<file path="src/sv/assert_macros.svh">
// ============================================================================
// Assertion macros
// Shared concurrent assertion forms; the clock is i_clk and the reset is i_rst_n.
// ============================================================================
`ifndef ASSERT_MACROS_SVH
`define ASSERT_MACROS_SVH

// Same-cycle implication
`define SAP_ASSERT_IMPL(lbl, ante, cons) \
    lbl: assert property (@(posedge i_clk) disable iff (!i_rst_n) (ante) |-> (cons)) \
        else $error("slot allocator assertion failed");

// Next-cycle implication
`define SAP_ASSERT_NEXT(lbl, ante, cons) \
    lbl: assert property (@(posedge i_clk) disable iff (!i_rst_n) (ante) |=> (cons)) \
        else $error("slot allocator assertion failed");

`endif

</file>
<file path="src/sv/sap_pkg.sv">
// ============================================================================
// sap_pkg
// Sizes, codes and shared types for the slot allocator.
// ============================================================================
package sap_pkg;

    localparam int unsigned MAX_SLOTS = 1024;
    localparam int unsigned SLOT_W    = $clog2(MAX_SLOTS);
    localparam int unsigned CNT_W     = $clog2(MAX_SLOTS + 1);
    localparam int unsigned ID_W      = 31;
    localparam int unsigned REQ_W     = 2;

    typedef logic [SLOT_W-1:0] t_slot;
    typedef logic [CNT_W-1:0]  t_cnt;
    typedef logic [ID_W-1:0]   t_id;

    // Decoded request class
    typedef enum logic [1:0] {
        KIND_ADD,
        KIND_DEL,
        KIND_CLR,
        KIND_NOP
    } t_kind;

    typedef enum logic [1:0] {
        ERR_OK    = 2'd0,
        ERR_FULL  = 2'd1,
        ERR_RANGE = 2'd2
    } t_err;

    typedef struct packed {
        t_kind kind;
        t_slot slot;
    } t_cmd;

    typedef struct packed {
        t_id   new_id;
        t_slot slot_index;
        t_slot move_from;
        logic  move_needed;
        logic  invalidate_needed;
        t_err  error_code;
        t_cnt  live_count;
        t_cnt  high_water;
        t_cnt  free_count;
    } t_result;

endpackage

</file>
<file path="src/sv/sap_front.sv">
// ============================================================================
// sap_front
// Accepts requests, decodes the request type and queues them (two entries).
// ============================================================================
module sap_front (
    input  logic                     i_clk,
    input  logic                     i_rst_n,
    input  logic                     i_valid,
    output logic                     o_ready,
    input  logic [sap_pkg::REQ_W-1:0] i_req_type,
    input  sap_pkg::t_slot           i_freed_slot,
    output logic                     o_q_valid,
    input  logic                     i_q_ready,
    output sap_pkg::t_cmd            o_q_cmd
);
    import sap_pkg::*;

    localparam logic [REQ_W-1:0] REQ_ADD = 2'd0;
    localparam logic [REQ_W-1:0] REQ_DEL = 2'd1;
    localparam logic [REQ_W-1:0] REQ_CLR = 2'd2;

    t_cmd       r_q [2];
    logic       r_wr_ptr;
    logic       r_rd_ptr;
    logic [1:0] r_count;
    t_cmd       w_cmd;
    logic       w_push;
    logic       w_pop;

    always_comb begin
        w_cmd.slot = i_freed_slot;
        unique case (i_req_type)
            REQ_ADD: w_cmd.kind = KIND_ADD;
            REQ_DEL: w_cmd.kind = KIND_DEL;
            REQ_CLR: w_cmd.kind = KIND_CLR;
            default: w_cmd.kind = KIND_NOP;
        endcase
    end

    assign o_ready   = (r_count != 2'd2);
    assign o_q_valid = (r_count != 2'd0);
    assign o_q_cmd   = r_q[r_rd_ptr];
    assign w_push    = i_valid && o_ready;
    assign w_pop     = o_q_valid && i_q_ready;

    always_ff @(posedge i_clk) begin
        if (!i_rst_n) begin
            r_wr_ptr <= 1'b0;
            r_rd_ptr <= 1'b0;
            r_count  <= 2'd0;
        end else begin
            if (w_push) r_wr_ptr <= ~r_wr_ptr;
            if (w_pop)  r_rd_ptr <= ~r_rd_ptr;
            if (w_push && !w_pop)      r_count <= r_count + 2'd1;
            else if (w_pop && !w_push) r_count <= r_count - 2'd1;
        end
    end

    always_ff @(posedge i_clk) begin
        if (w_push) r_q[r_wr_ptr] <= w_cmd;
    end

endmodule

</file>
<file path="config.mk">
export PLATFORM = sky130hd
export DESIGN_NAME = sap_front
export DESIGN_NICKNAME = d
export VERILOG_FILES = /design/src/sv/assert_macros.svh /design/src/sv/sap_pkg.sv /design/src/sv/sap_front.sv
export SDC_FILE = /design/constraint.sdc
export NUM_CORES = 1
export LEC_CHECK = 0
export BUFFER_PORTS_ARGS = -buffer_cell sky130_fd_sc_hd__buf_4
export CAP_MARGIN = 15
export CELL_PAD_IN_SITES_DETAIL_PLACEMENT = 0
export CELL_PAD_IN_SITES_GLOBAL_PLACEMENT = 1
export CORE_ASPECT_RATIO = 0.9
export CORE_UTILIZATION = 41
export CTS_CLUSTER_SIZE = 25
export DETAILED_ROUTE_END_ITERATION = 12
export PLACE_DENSITY = 0.8
export SLEW_MARGIN = 20
export SYNTH_ARGS = -nofsm -noshare
export SYNTH_HDL_FRONTEND = slang
export SYNTH_SLANG_ARGS = --single-unit
export TNS_END_PERCENT = 30
</file>
<file path="constraint.sdc">
create_clock -name i_clk -period 2.1 [get_ports i_clk]
set_input_delay 0.21 -clock i_clk [delete_from_list [all_inputs] [get_ports i_clk]]
set_output_delay 0.21 -clock i_clk [all_outputs]
set_load 0.01 [all_outputs]
</file>
# == Word-level counts from Yosys, hierarchy flattened ==
# Memories as Yosys holds them, arrays and structs flattened. A register that Yosys moved wholly into a read port is not among the register bits.
# Cells that the tools add are included.
# word_totals
reg_bits,4
ramBits,24
inputBits,16
output_inout_bits,14
wordCells,27
memories,1
# mem_list
name,depth,width,read_ports,rd_ports_with_merged_regs,write_ports,line,rtl
r_q,2,12,1,1,1,sap_front.sv:22,t_cmd r_q [2];
# classes
n_addsub,2
eq_ne,3
n_mux,7
n_bitwise,2
n_reduce_logical,9
# op_table
op,n
$pmux 2 s3,1
$logic_and 1x1->1,4
$mux 1,4
$mux 2,2
$reduce_bool 2->1,2
$add 2x1->2 const B,1
$eq 2x1->1 const B,1
$eq 2x2->1 const B,1
$logic_not 1->1,2
$logic_not 2->1,1
$ne 2x2->1 const B,1
$not 1->1,2
$sub 2x1->2 const B,1

# == Depth between registers and ports, before layout ==
# Gate-level depths: netlist of the first run.
# depth
depth_word,6
mapped_depth,6
ltp_nobuf,6

# == Worst setup path before layout of the first run ==
# Ideal clock, no wire load.
# synth_path
path_kind,reg-to-reg
from,register r_count[0]
to,register r_count[1]
setup_ns,0.070
arrival_time_ns,1.431
required_ns,2.030
slack_ns,0.600
stages_incl_launch_ff,6
path_buffers,0
synth_period_minus_slack_ns,1.500
path_cell_list,dfxtp_1 nand2b_4 and2_1 ha_1 or3_1 a21boi_1
# synth_between
elab_chain_cells,5
word_cells_on_any_way,13
cone_classes,2 x add/sub; 1 x eq/ne; 2 x mux; 8 x reduce/logical
# synth_lines
element,line,rtl
from (decl),sap_front.sv:25,logic [1:0] r_count;
from (signal assigned),sap_front.sv:54,if (w_push && !w_pop) r_count <= r_count + 2'd1;
from (signal assigned),sap_front.sv:55,else if (w_pop && !w_push) r_count <= r_count - 2'd1;
$ne 2x2->1 *,sap_front.sv:40,assign o_ready = (r_count != 2'd2);
via o_ready,sap_front.sv:9,"output logic o_ready,"
$logic_and 1x1->1 *,sap_front.sv:43,assign w_push = i_valid && o_ready;
via w_push,sap_front.sv:27,logic w_push;
$logic_not 1->1,sap_front.sv:55,
$logic_and 1x1->1,sap_front.sv:55,
$reduce_bool 2->1 (no line),-,
# Mark *: on every way through the listed nets, which the timed path passes. The rest lies on a longest branch. The select of a mux whose other input is x is not followed.
# A chain may end at the register's enable or synchronous reset.

==> impl_metrics.toml, run 1 <==
[yosys]
synth_compound_area_share_pct = 3.153
netlist_top_cells_area = "sky130_fd_sc_hd__edfxtp_1 (65%), sky130_fd_sc_hd__mux2_2 (12%), sky130_fd_sc_hd__dfxtp_1 (9.0%), sky130_fd_sc_hd__and2_1 (2.3%), sky130_fd_sc_hd__xnor2_1 (1.6%)"
syn_area_per_cell_um2 = 17.64
netlist_instances = 63
yosysMostFrequentCell = "sky130_fd_sc_hd__edfxtp_1"
async_reset_ff_share_pct = 0
synth.net_count = 80
cell_type_with_the_largest_total_area_after_synthesis = "sky130_fd_sc_hd__edfxtp_1"
netlist_area_um2 = 1111
ys_seq_elements = 29
yosys-mux-area-fraction_pct = 12.16
most_used_flip_flop_cell_after_synthesis = "sky130_fd_sc_hd__edfxtp_1"
synth_warnings = 0
count_of_different_cell_masters_after_synthesis = 20
yosys-top-cells-count = "sky130_fd_sc_hd__edfxtp_1 (24), sky130_fd_sc_hd__mux2_2 (12), sky130_fd_sc_hd__dfxtp_1 (5)"
yosys.area_share.adder_pct = 1.126
ys_seq_area_share_pct = 73.87
yosys.area.top_type_share_pct = 64.86
synth_enable_flop_cells = 24
synth_xor_xnor_area_share_pct = 2.365
largest_family_of_logic_cells_by_synthesized_area = "multiplexers"
yosys.area_share.simple_pct = 5.856

[setup_path]
worst-setup-path-type = "register to output port"
worstPathBufferInverterCount = 1
setup.reg_to_reg.worst_slack_ns = 0.44
crit_path_cell_trace = "mux2_2, buf_4"
crit_path_max_incr_delay_ns = 0.66
r2r_cells = 5
critPathRequiredTime_ns = 1.89
setup.worst_path.start_class = "register"
timing.critical_path.slowest_stage_cell = "sky130_fd_sc_hd__dfxtp_1"
timing.critical_path.to_type = "output port"
crit-reg2reg-launch = "r_count[0]"
worst_path_max_fanout = 12
crit_family = "flip-flops"
arrival_ns = 1.52
crit-reg2reg-capture = "r_count[1]"

[hold_path]
hp-start = "i_freed_slot[1]"
holdCritPathClass = "primary input to register"
whs_endpoint = "r_q[0][1]"
timing.hold.worst_path_depth = 1

[placed_design]
buffer_ports.inserted = 29
dpl.hpwl_um = 1191
globalplace.congestion = 0.6178
placedCellCount = 117

[timing]
tns_ns = 0
final_hold_viol_count = 0
finalSetupViolCount = 0
final.period_utilization_pct = 82.42
achievable-frequency_mhz = 577.8
actual_slew_at_the_worst_max_slew_pin_ns = 0.5969
worst_slew_margin_rel_pct = 60.21
rsz_0062_raised_after_global_routing = "no"
worst_clk_skew_ns = 0.003548
timing.final.crit_period_ns = 1.731
report.final.slew_viol_count = 0

[route]
wl_met1_um = 737
drc = 3
route.met3.wl_um = 143
top_layer_used = "met4"
route.vias.total = 622
final_antenna_net_count = 0
vias_per_cell = 5.016
wl_um = 1778
routedWlPerCell_um = 14.34
detailroute.wirelength.met2_um = 869
first_iter_violations = 20
drt-pass1-iter-count = 8

[floorplanning]
die_height_um = 51.39
floorplan.rows = 17
io-pin-count = 30
core_area_um2 = 2510
initial_utilization_pct = 44.27
overall_die_width_um = 56.87
die_outline_area_um2 = 2922

[clock_tree]
hold_bufs_at_cts = 0
cts_setup_buffers = 0
clock-root-buffer = "sky130_fd_sc_hd__clkbuf_4"
clock_tree.htree_level_count = 2
post_cts_resized = 0
cts.clk_slew.worst_paths_ns = 0.08
numCtsBuffers = 5
clk_path_buf_depth = 2
clock_sinks = 29
cts_tree = "done"
clk_latency_ns = 0.31

[grt]
grt_overflow = 0
grt_pass1_vias = 654
grt_max_degree = 13
global_routing_usage_summed_across_all_routing_layers_pct = 13.63
grt_pass1_wl_um = 2787
number_of_antenna_violations_at_the_first_check_in_global_routing = 0

[pwr]
power.static_leakage_nw = 0.5436
power.ir.vdd_worst_uv = 559.2
power_density_nw_per_um2 = 1149

[layout]
flow.area_growth_from_synthesis_pct = 26.58
final_cell_count_no_fill = 124
num_antenna_cells = 0
post_route_cells_drive_above_1_share_pct = 52.08
number_of_filler_cells_placed_in_the_layout = 210
finalNetCount = 113

[job]
cap_violations = 0

[status]
violated_checks = "design-rule violations"
status = "finished with violations"
## cell usage in the layout (no fill, tap or decap)
master / instances
sky130_fd_sc_hd__a21bo_2: 1
sky130_fd_sc_hd__a21boi_0: 1
sky130_fd_sc_hd__a21boi_1: 1
sky130_fd_sc_hd__and2_1: 4
sky130_fd_sc_hd__and3_1: 1
sky130_fd_sc_hd__buf_4: 29
sky130_fd_sc_hd__clkbuf_1: 1
sky130_fd_sc_hd__clkbuf_4: 5
sky130_fd_sc_hd__clkbuf_8: 1
sky130_fd_sc_hd__dfxtp_1: 5
sky130_fd_sc_hd__edfxtp_1: 24
sky130_fd_sc_hd__ha_1: 1
sky130_fd_sc_hd__inv_1: 1
sky130_fd_sc_hd__mux2_2: 12
sky130_fd_sc_hd__nand2b_4: 1
sky130_fd_sc_hd__nand3b_1: 1
sky130_fd_sc_hd__o21ai_0: 1
sky130_fd_sc_hd__o21ai_1: 1
sky130_fd_sc_hd__or2_2: 1
sky130_fd_sc_hd__or3_1: 1
sky130_fd_sc_hd__xnor2_1: 2
sky130_fd_sc_hd__xor2_1: 1
## stage by stage
stage	power (W)	worst slack (ns)	utilization [%]	hold slack, ns	cell area [um^2]
2_1_floorplan	0.001095	0.5995	-	0.3089	1111
3_3_place_gp	0.001286	0.5986	53.84	0.3959	1351
3_5_place_dp	0.001304	0.5006	53.84	0.3990	1351
4_1_cts	0.001638	0.3187	56.03	0.06706	1406
5_1_grt	0.001705	0.2754	56.03	0.05790	1406
6_report	0.001616	0.3692	56.03	0.08274	1406
## worst max path at each step
stage / to / from / depth (start not counted)
after floorplan: r_count[1] / r_count[0] / 5
after global placement: r_count[1] / r_count[0] / 5
after detailed placement: r_count[1] / r_count[0] / 5
after CTS: o_q_cmd[9] / register / 2
after global routing: o_q_cmd[9] / register / 2
final: o_q_cmd[9] / register / 2
## cell families after synthesis
logic type / count (synthesis)
buffers and inverters: 4
DFF: 29
adders and majority gates: 1
muxes: 12
xor gates and xnor gates: 3
and+or+nand+nor: 9
AOI/OAI and AO/OA: 5
## routing by layer
metal | track usage [%] | vias to the layer above
met3 | 5.570 | 5
li1 | - | 296
met1 | 15.23 | 298
met4 | 8.537 | 0
met2 | 21.83 | 23
met5 | 0 | -
## area by class of cell
class	count	area, um^2	area share, %
sequential	29	820.8	58.36
multi-input combinational	30	274.0	19.48
timing repair buffer	29	217.7	15.48
clock buffer	7	55.05	3.915
tap	28	35.03	2.491
inverter	1	3.754	0.2669
## flip-flops by register name, indices dropped and copies added (netlist names), named ones only
| signal | cells |
|---|---|
| r_count | 2 |
| r_q | 24 |
| r_rd_ptr | 1 |
| r_wr_ptr | 1 |
## power by group
group	total (W)	internal [W]	switching [W]	leakage, nW
registers	0.000798	0.000726	0.0000717	0.265
logic	0.000491	0.000288	0.000204	0.247
clock network	0.000327	0.000158	0.000169	0.0314
total	0.00162	0.00117	0.000445	0.544
No activity file was read; power rests on OpenSTA's default activity.
==> run 2: changes to the inputs <==
--- a/config.mk
+++ b/config.mk
@@ -5,15 +5,16 @@
 export SDC_FILE = /design/constraint.sdc
 export NUM_CORES = 1
 export LEC_CHECK = 0
+export ABC_AREA = 1
 export BUFFER_PORTS_ARGS = -buffer_cell sky130_fd_sc_hd__buf_4
 export CAP_MARGIN = 15
 export CELL_PAD_IN_SITES_DETAIL_PLACEMENT = 0
 export CELL_PAD_IN_SITES_GLOBAL_PLACEMENT = 1
 export CORE_ASPECT_RATIO = 0.9
-export CORE_UTILIZATION = 41
+export CORE_UTILIZATION = 37
 export CTS_CLUSTER_SIZE = 25
 export DETAILED_ROUTE_END_ITERATION = 12
-export PLACE_DENSITY = 0.8
+export PLACE_DENSITY = 0.77
 export SLEW_MARGIN = 20
 export SYNTH_ARGS = -nofsm -noshare
 export SYNTH_HDL_FRONTEND = slang
==> constraint.sdc (replaced) <==
create_clock -name i_clk -period 1.5 [get_ports i_clk]
set_input_delay 0.15 -clock i_clk [delete_from_list [all_inputs] [get_ports i_clk]]
set_output_delay 0.15 -clock i_clk [all_outputs]
set_load 0.01 [all_outputs]
==> run 2 against run 1 <==
- the flow now finishes without violations
- critical path depth is 1 higher
- cell area is 14% higher
- wire length is 1.1% higher
- die area is 15% higher
- clock skew hardly changed
- largest power group unchanged
- via count is 13% higher
- largest cell class unchanged
- flip-flop and latch count stayed put
==> impl_metrics.toml, run 2 <==
[yosys]
yosys-top-cells-count = "sky130_fd_sc_hd__edfxtp_1 (24), sky130_fd_sc_hd__mux2_4 (10), sky130_fd_sc_hd__nor2_1 (8)"
async_reset_ff_share_pct = 0
netlist_area_um2 = 1164
most_used_flip_flop_cell_after_synthesis = "sky130_fd_sc_hd__edfxtp_1"
count_of_different_cell_masters_after_synthesis = 19
cell_type_with_the_largest_total_area_after_synthesis = "sky130_fd_sc_hd__edfxtp_1"
yosys.area.top_type_share_pct = 61.94
ys_seq_area_share_pct = 70.54
syn_area_per_cell_um2 = 15.31
synth_warnings = 0
yosysMostFrequentCell = "sky130_fd_sc_hd__edfxtp_1"
netlist_top_cells_area = "sky130_fd_sc_hd__edfxtp_1 (62%), sky130_fd_sc_hd__mux2_4 (13%), sky130_fd_sc_hd__dfxtp_1 (8.6%), sky130_fd_sc_hd__nor2_1 (2.6%), sky130_fd_sc_hd__nand2_1 (2.3%)"
ys_seq_elements = 29
synth_enable_flop_cells = 24
netlist_instances = 76
synth.net_count = 93

[hold_path]
holdCritPathClass = "primary input to register"
whs_endpoint = "r_q[1][9]"
hp-start = "i_freed_slot[9]"
timing.hold.worst_path_depth = 1

[layout]
biggestRegsByFlops = "r_q: 24 flops, r_count: 2 flops"
postLayoutCoreUtil_pct = 55.99
num_antenna_cells = 0
largest_register = "r_q"
largest_register_ffs = 24
final_cell_mix = "sky130_fd_sc_hd__buf_4 (31), sky130_fd_sc_hd__edfxtp_1 (24), sky130_fd_sc_hd__mux2_4 (10)"
post_route_cells_drive_above_1_share_pct = 45.90
final_common_cell = "sky130_fd_sc_hd__buf_4"
finalNetCount = 138
flow.area_growth_from_synthesis_pct = 37.63
final_cell_count_no_fill = 162

[timing]
tns_ns = 0
final_hold_viol_count = 0
report.final.slew_viol_count = 0
worst_slew_margin_rel_pct = 88.73
final.period_utilization_pct = 95.78
timing.final.crit_period_ns = 1.437
setup_slack_after_layout_ns = 0.06326
worst_clk_skew_ns = 0.003379
achievable-frequency_mhz = 696.0
rsz_0062_raised_after_global_routing = "no"
actual_slew_at_the_worst_max_slew_pin_ns = 0.1690
finalSetupViolCount = 0

[floorplanning]
io-pin-count = 30
overall_die_width_um = 61.11
floorplan.rows = 18
die_outline_area_um2 = 3373
initial_utilization_pct = 40.68
die_height_um = 55.20
core_area_um2 = 2860

[setup_path]
critPathRequiredTime_ns = 1.35
timing.critical_path.to_type = "output port"
crit-reg2reg-capture = "r_count[1]"
setup.worst_path.start_class = "register"
setup.reg_to_reg.worst_slack_ns = 0.12
worst_path_max_fanout = 9
crit-reg2reg-launch = "r_count[0]"
r2r_cells = 10
worst-setup-path-type = "register to output port"
arrival_ns = 1.29

[clock_tree]
clock_sinks = 29
cts_tree = "done"
clk_latency_ns = 0.31
clk_path_buf_depth = 2
cts.clk_slew.worst_paths_ns = 0.08
clock_tree.htree_level_count = 2
cts_setup_buffers = 0
numCtsBuffers = 5
clock-root-buffer = "sky130_fd_sc_hd__clkbuf_4"

[pwr]
power.sequential.fraction_pct = 46.3
cell_internal_pwr_w = 0.001693
power_density_nw_per_um2 = 1480
combPwrFrac_pct = 34.2
power.static_leakage_nw = 0.6648
p_clk_share_pct = 19.5
switching_power_w = 0.0006773
power.share.switching_pct = 28.57
power.ir.vdd_worst_uv = 893.0

[placed_design]
placedCellCount = 145
dp_worst_setup_slack_ns = 0.1492
dpl.hpwl_um = 1276
globalplace.congestion = 0.7409
buffer_ports.inserted = 29

[grt]
grt_pass1_vias = 627
grt_overflow = 0
grt_pass1_wl_um = 2691
number_of_antenna_violations_at_the_first_check_in_global_routing = 0
grt_max_degree = 13
global_routing_usage_summed_across_all_routing_layers_pct = 11.59

[route]
wl_um = 1797
route.vias.total = 703
first_iter_violations = 9
drc = 0
final_antenna_net_count = 0
routedWlPerCell_um = 11.09
vias_per_cell = 4.340
drt-pass1-iter-count = 4

[status]
status = "finished, final reports clean"

[job]
cap_violations = 0
-- run 2: critical path, stage by stage (launching register included) --
cell and delay (ns):
sky130_fd_sc_hd__dfxtp_4 0.39, sky130_fd_sc_hd__buf_12 0.14, sky130_fd_sc_hd__mux2_4 0.30, sky130_fd_sc_hd__buf_4 0.14
-- run 2: how the worst max path moves through the flow --
stage / slack [ns] / endpoint / cells after the start / start
global placement: 0.20 / r_count[1] / 10 / r_count[0]
floorplan: 0.01 / r_q[1][0] / 4 / r_count[0]
finish: 0.06 / o_q_cmd[7] / 3 / register
CTS: 0.009 / o_q_cmd[7] / 3 / register
global route: 0.007 / o_q_cmd[6] / 3 / register
detailed placement: 0.15 / r_count[1] / 10 / r_count[0]
-- run 2: through the flow --
stage          instance area, um^2  hold WS, ns  total power (W)
5_1_grt                       1602     0.001159         0.002529
4_1_cts                       1559    0.0005191         0.002395
3_3_place_gp                  1448       0.3371         0.001893
2_1_floorplan                 1164       0.2489         0.001591
6_report                      1602      0.01995         0.002370
3_5_place_dp                  1448       0.3385         0.001914
-- run 2: timing repair --
item | 4_1_cts | 5_1_grt
hold buffers | 5 | 4
gates resized for setup | 1 | 1
endpoints found under the hold margin | 9 | 8
setup endpoints to repair | 9 | 9
-- run 2: area by class of cell --
cell class | instances | area (um^2)
fillers | 250 | 1259
flip-flops and latches | 29 | 824.5
repair buffers | 41 | 342.8
multi-input cells | 36 | 292.8
clock buffers | 6 | 51.30
well taps | 40 | 50.05
inverters | 8 | 31.28
clock inverters | 2 | 8.758
-- run 2: power by group through the flow --
stage	clock (W)	combinational, W	sequential (W)
floorplan	0	0.000501	0.00109
global placement	0	0.000789	0.00110
detailed placement	0	0.000802	0.00111
CTS	0.000483	0.000815	0.00110
global route	0.000522	0.000892	0.00111
finish	0.000462	0.000811	0.00110
-- run 2: layer usage --
| layer | vias up | GRT usage, % | wire length (um) | part of all wire [%] |
|---|---|---|---|---|
| met1 | 318 | 13.95 | 874 | 49 |
| met5 | - | 0 | 0 | 0 |
| li1 | 356 | - | - | - |
| met3 | 3 | 5.621 | 124 | 6.9 |
| met2 | 26 | 16.93 | 763 | 42 |
| met4 | 0 | 5.844 | 36 | 2.0 |
-- run 2: logic make-up (layout without fill, tap and decap cells) --
family	Yosys count	after routing	share of synthesized area (%)
flip-flops	29	29	70.54
AND/OR/NAND/NOR	19	19	7.313
adder cells (fa/ha/maj)	1	1	1.075
multiplexers	12	12	14.84
buffers and inverters	11	57	4.300
AO/OA/AOI/OAI	4	4	1.935
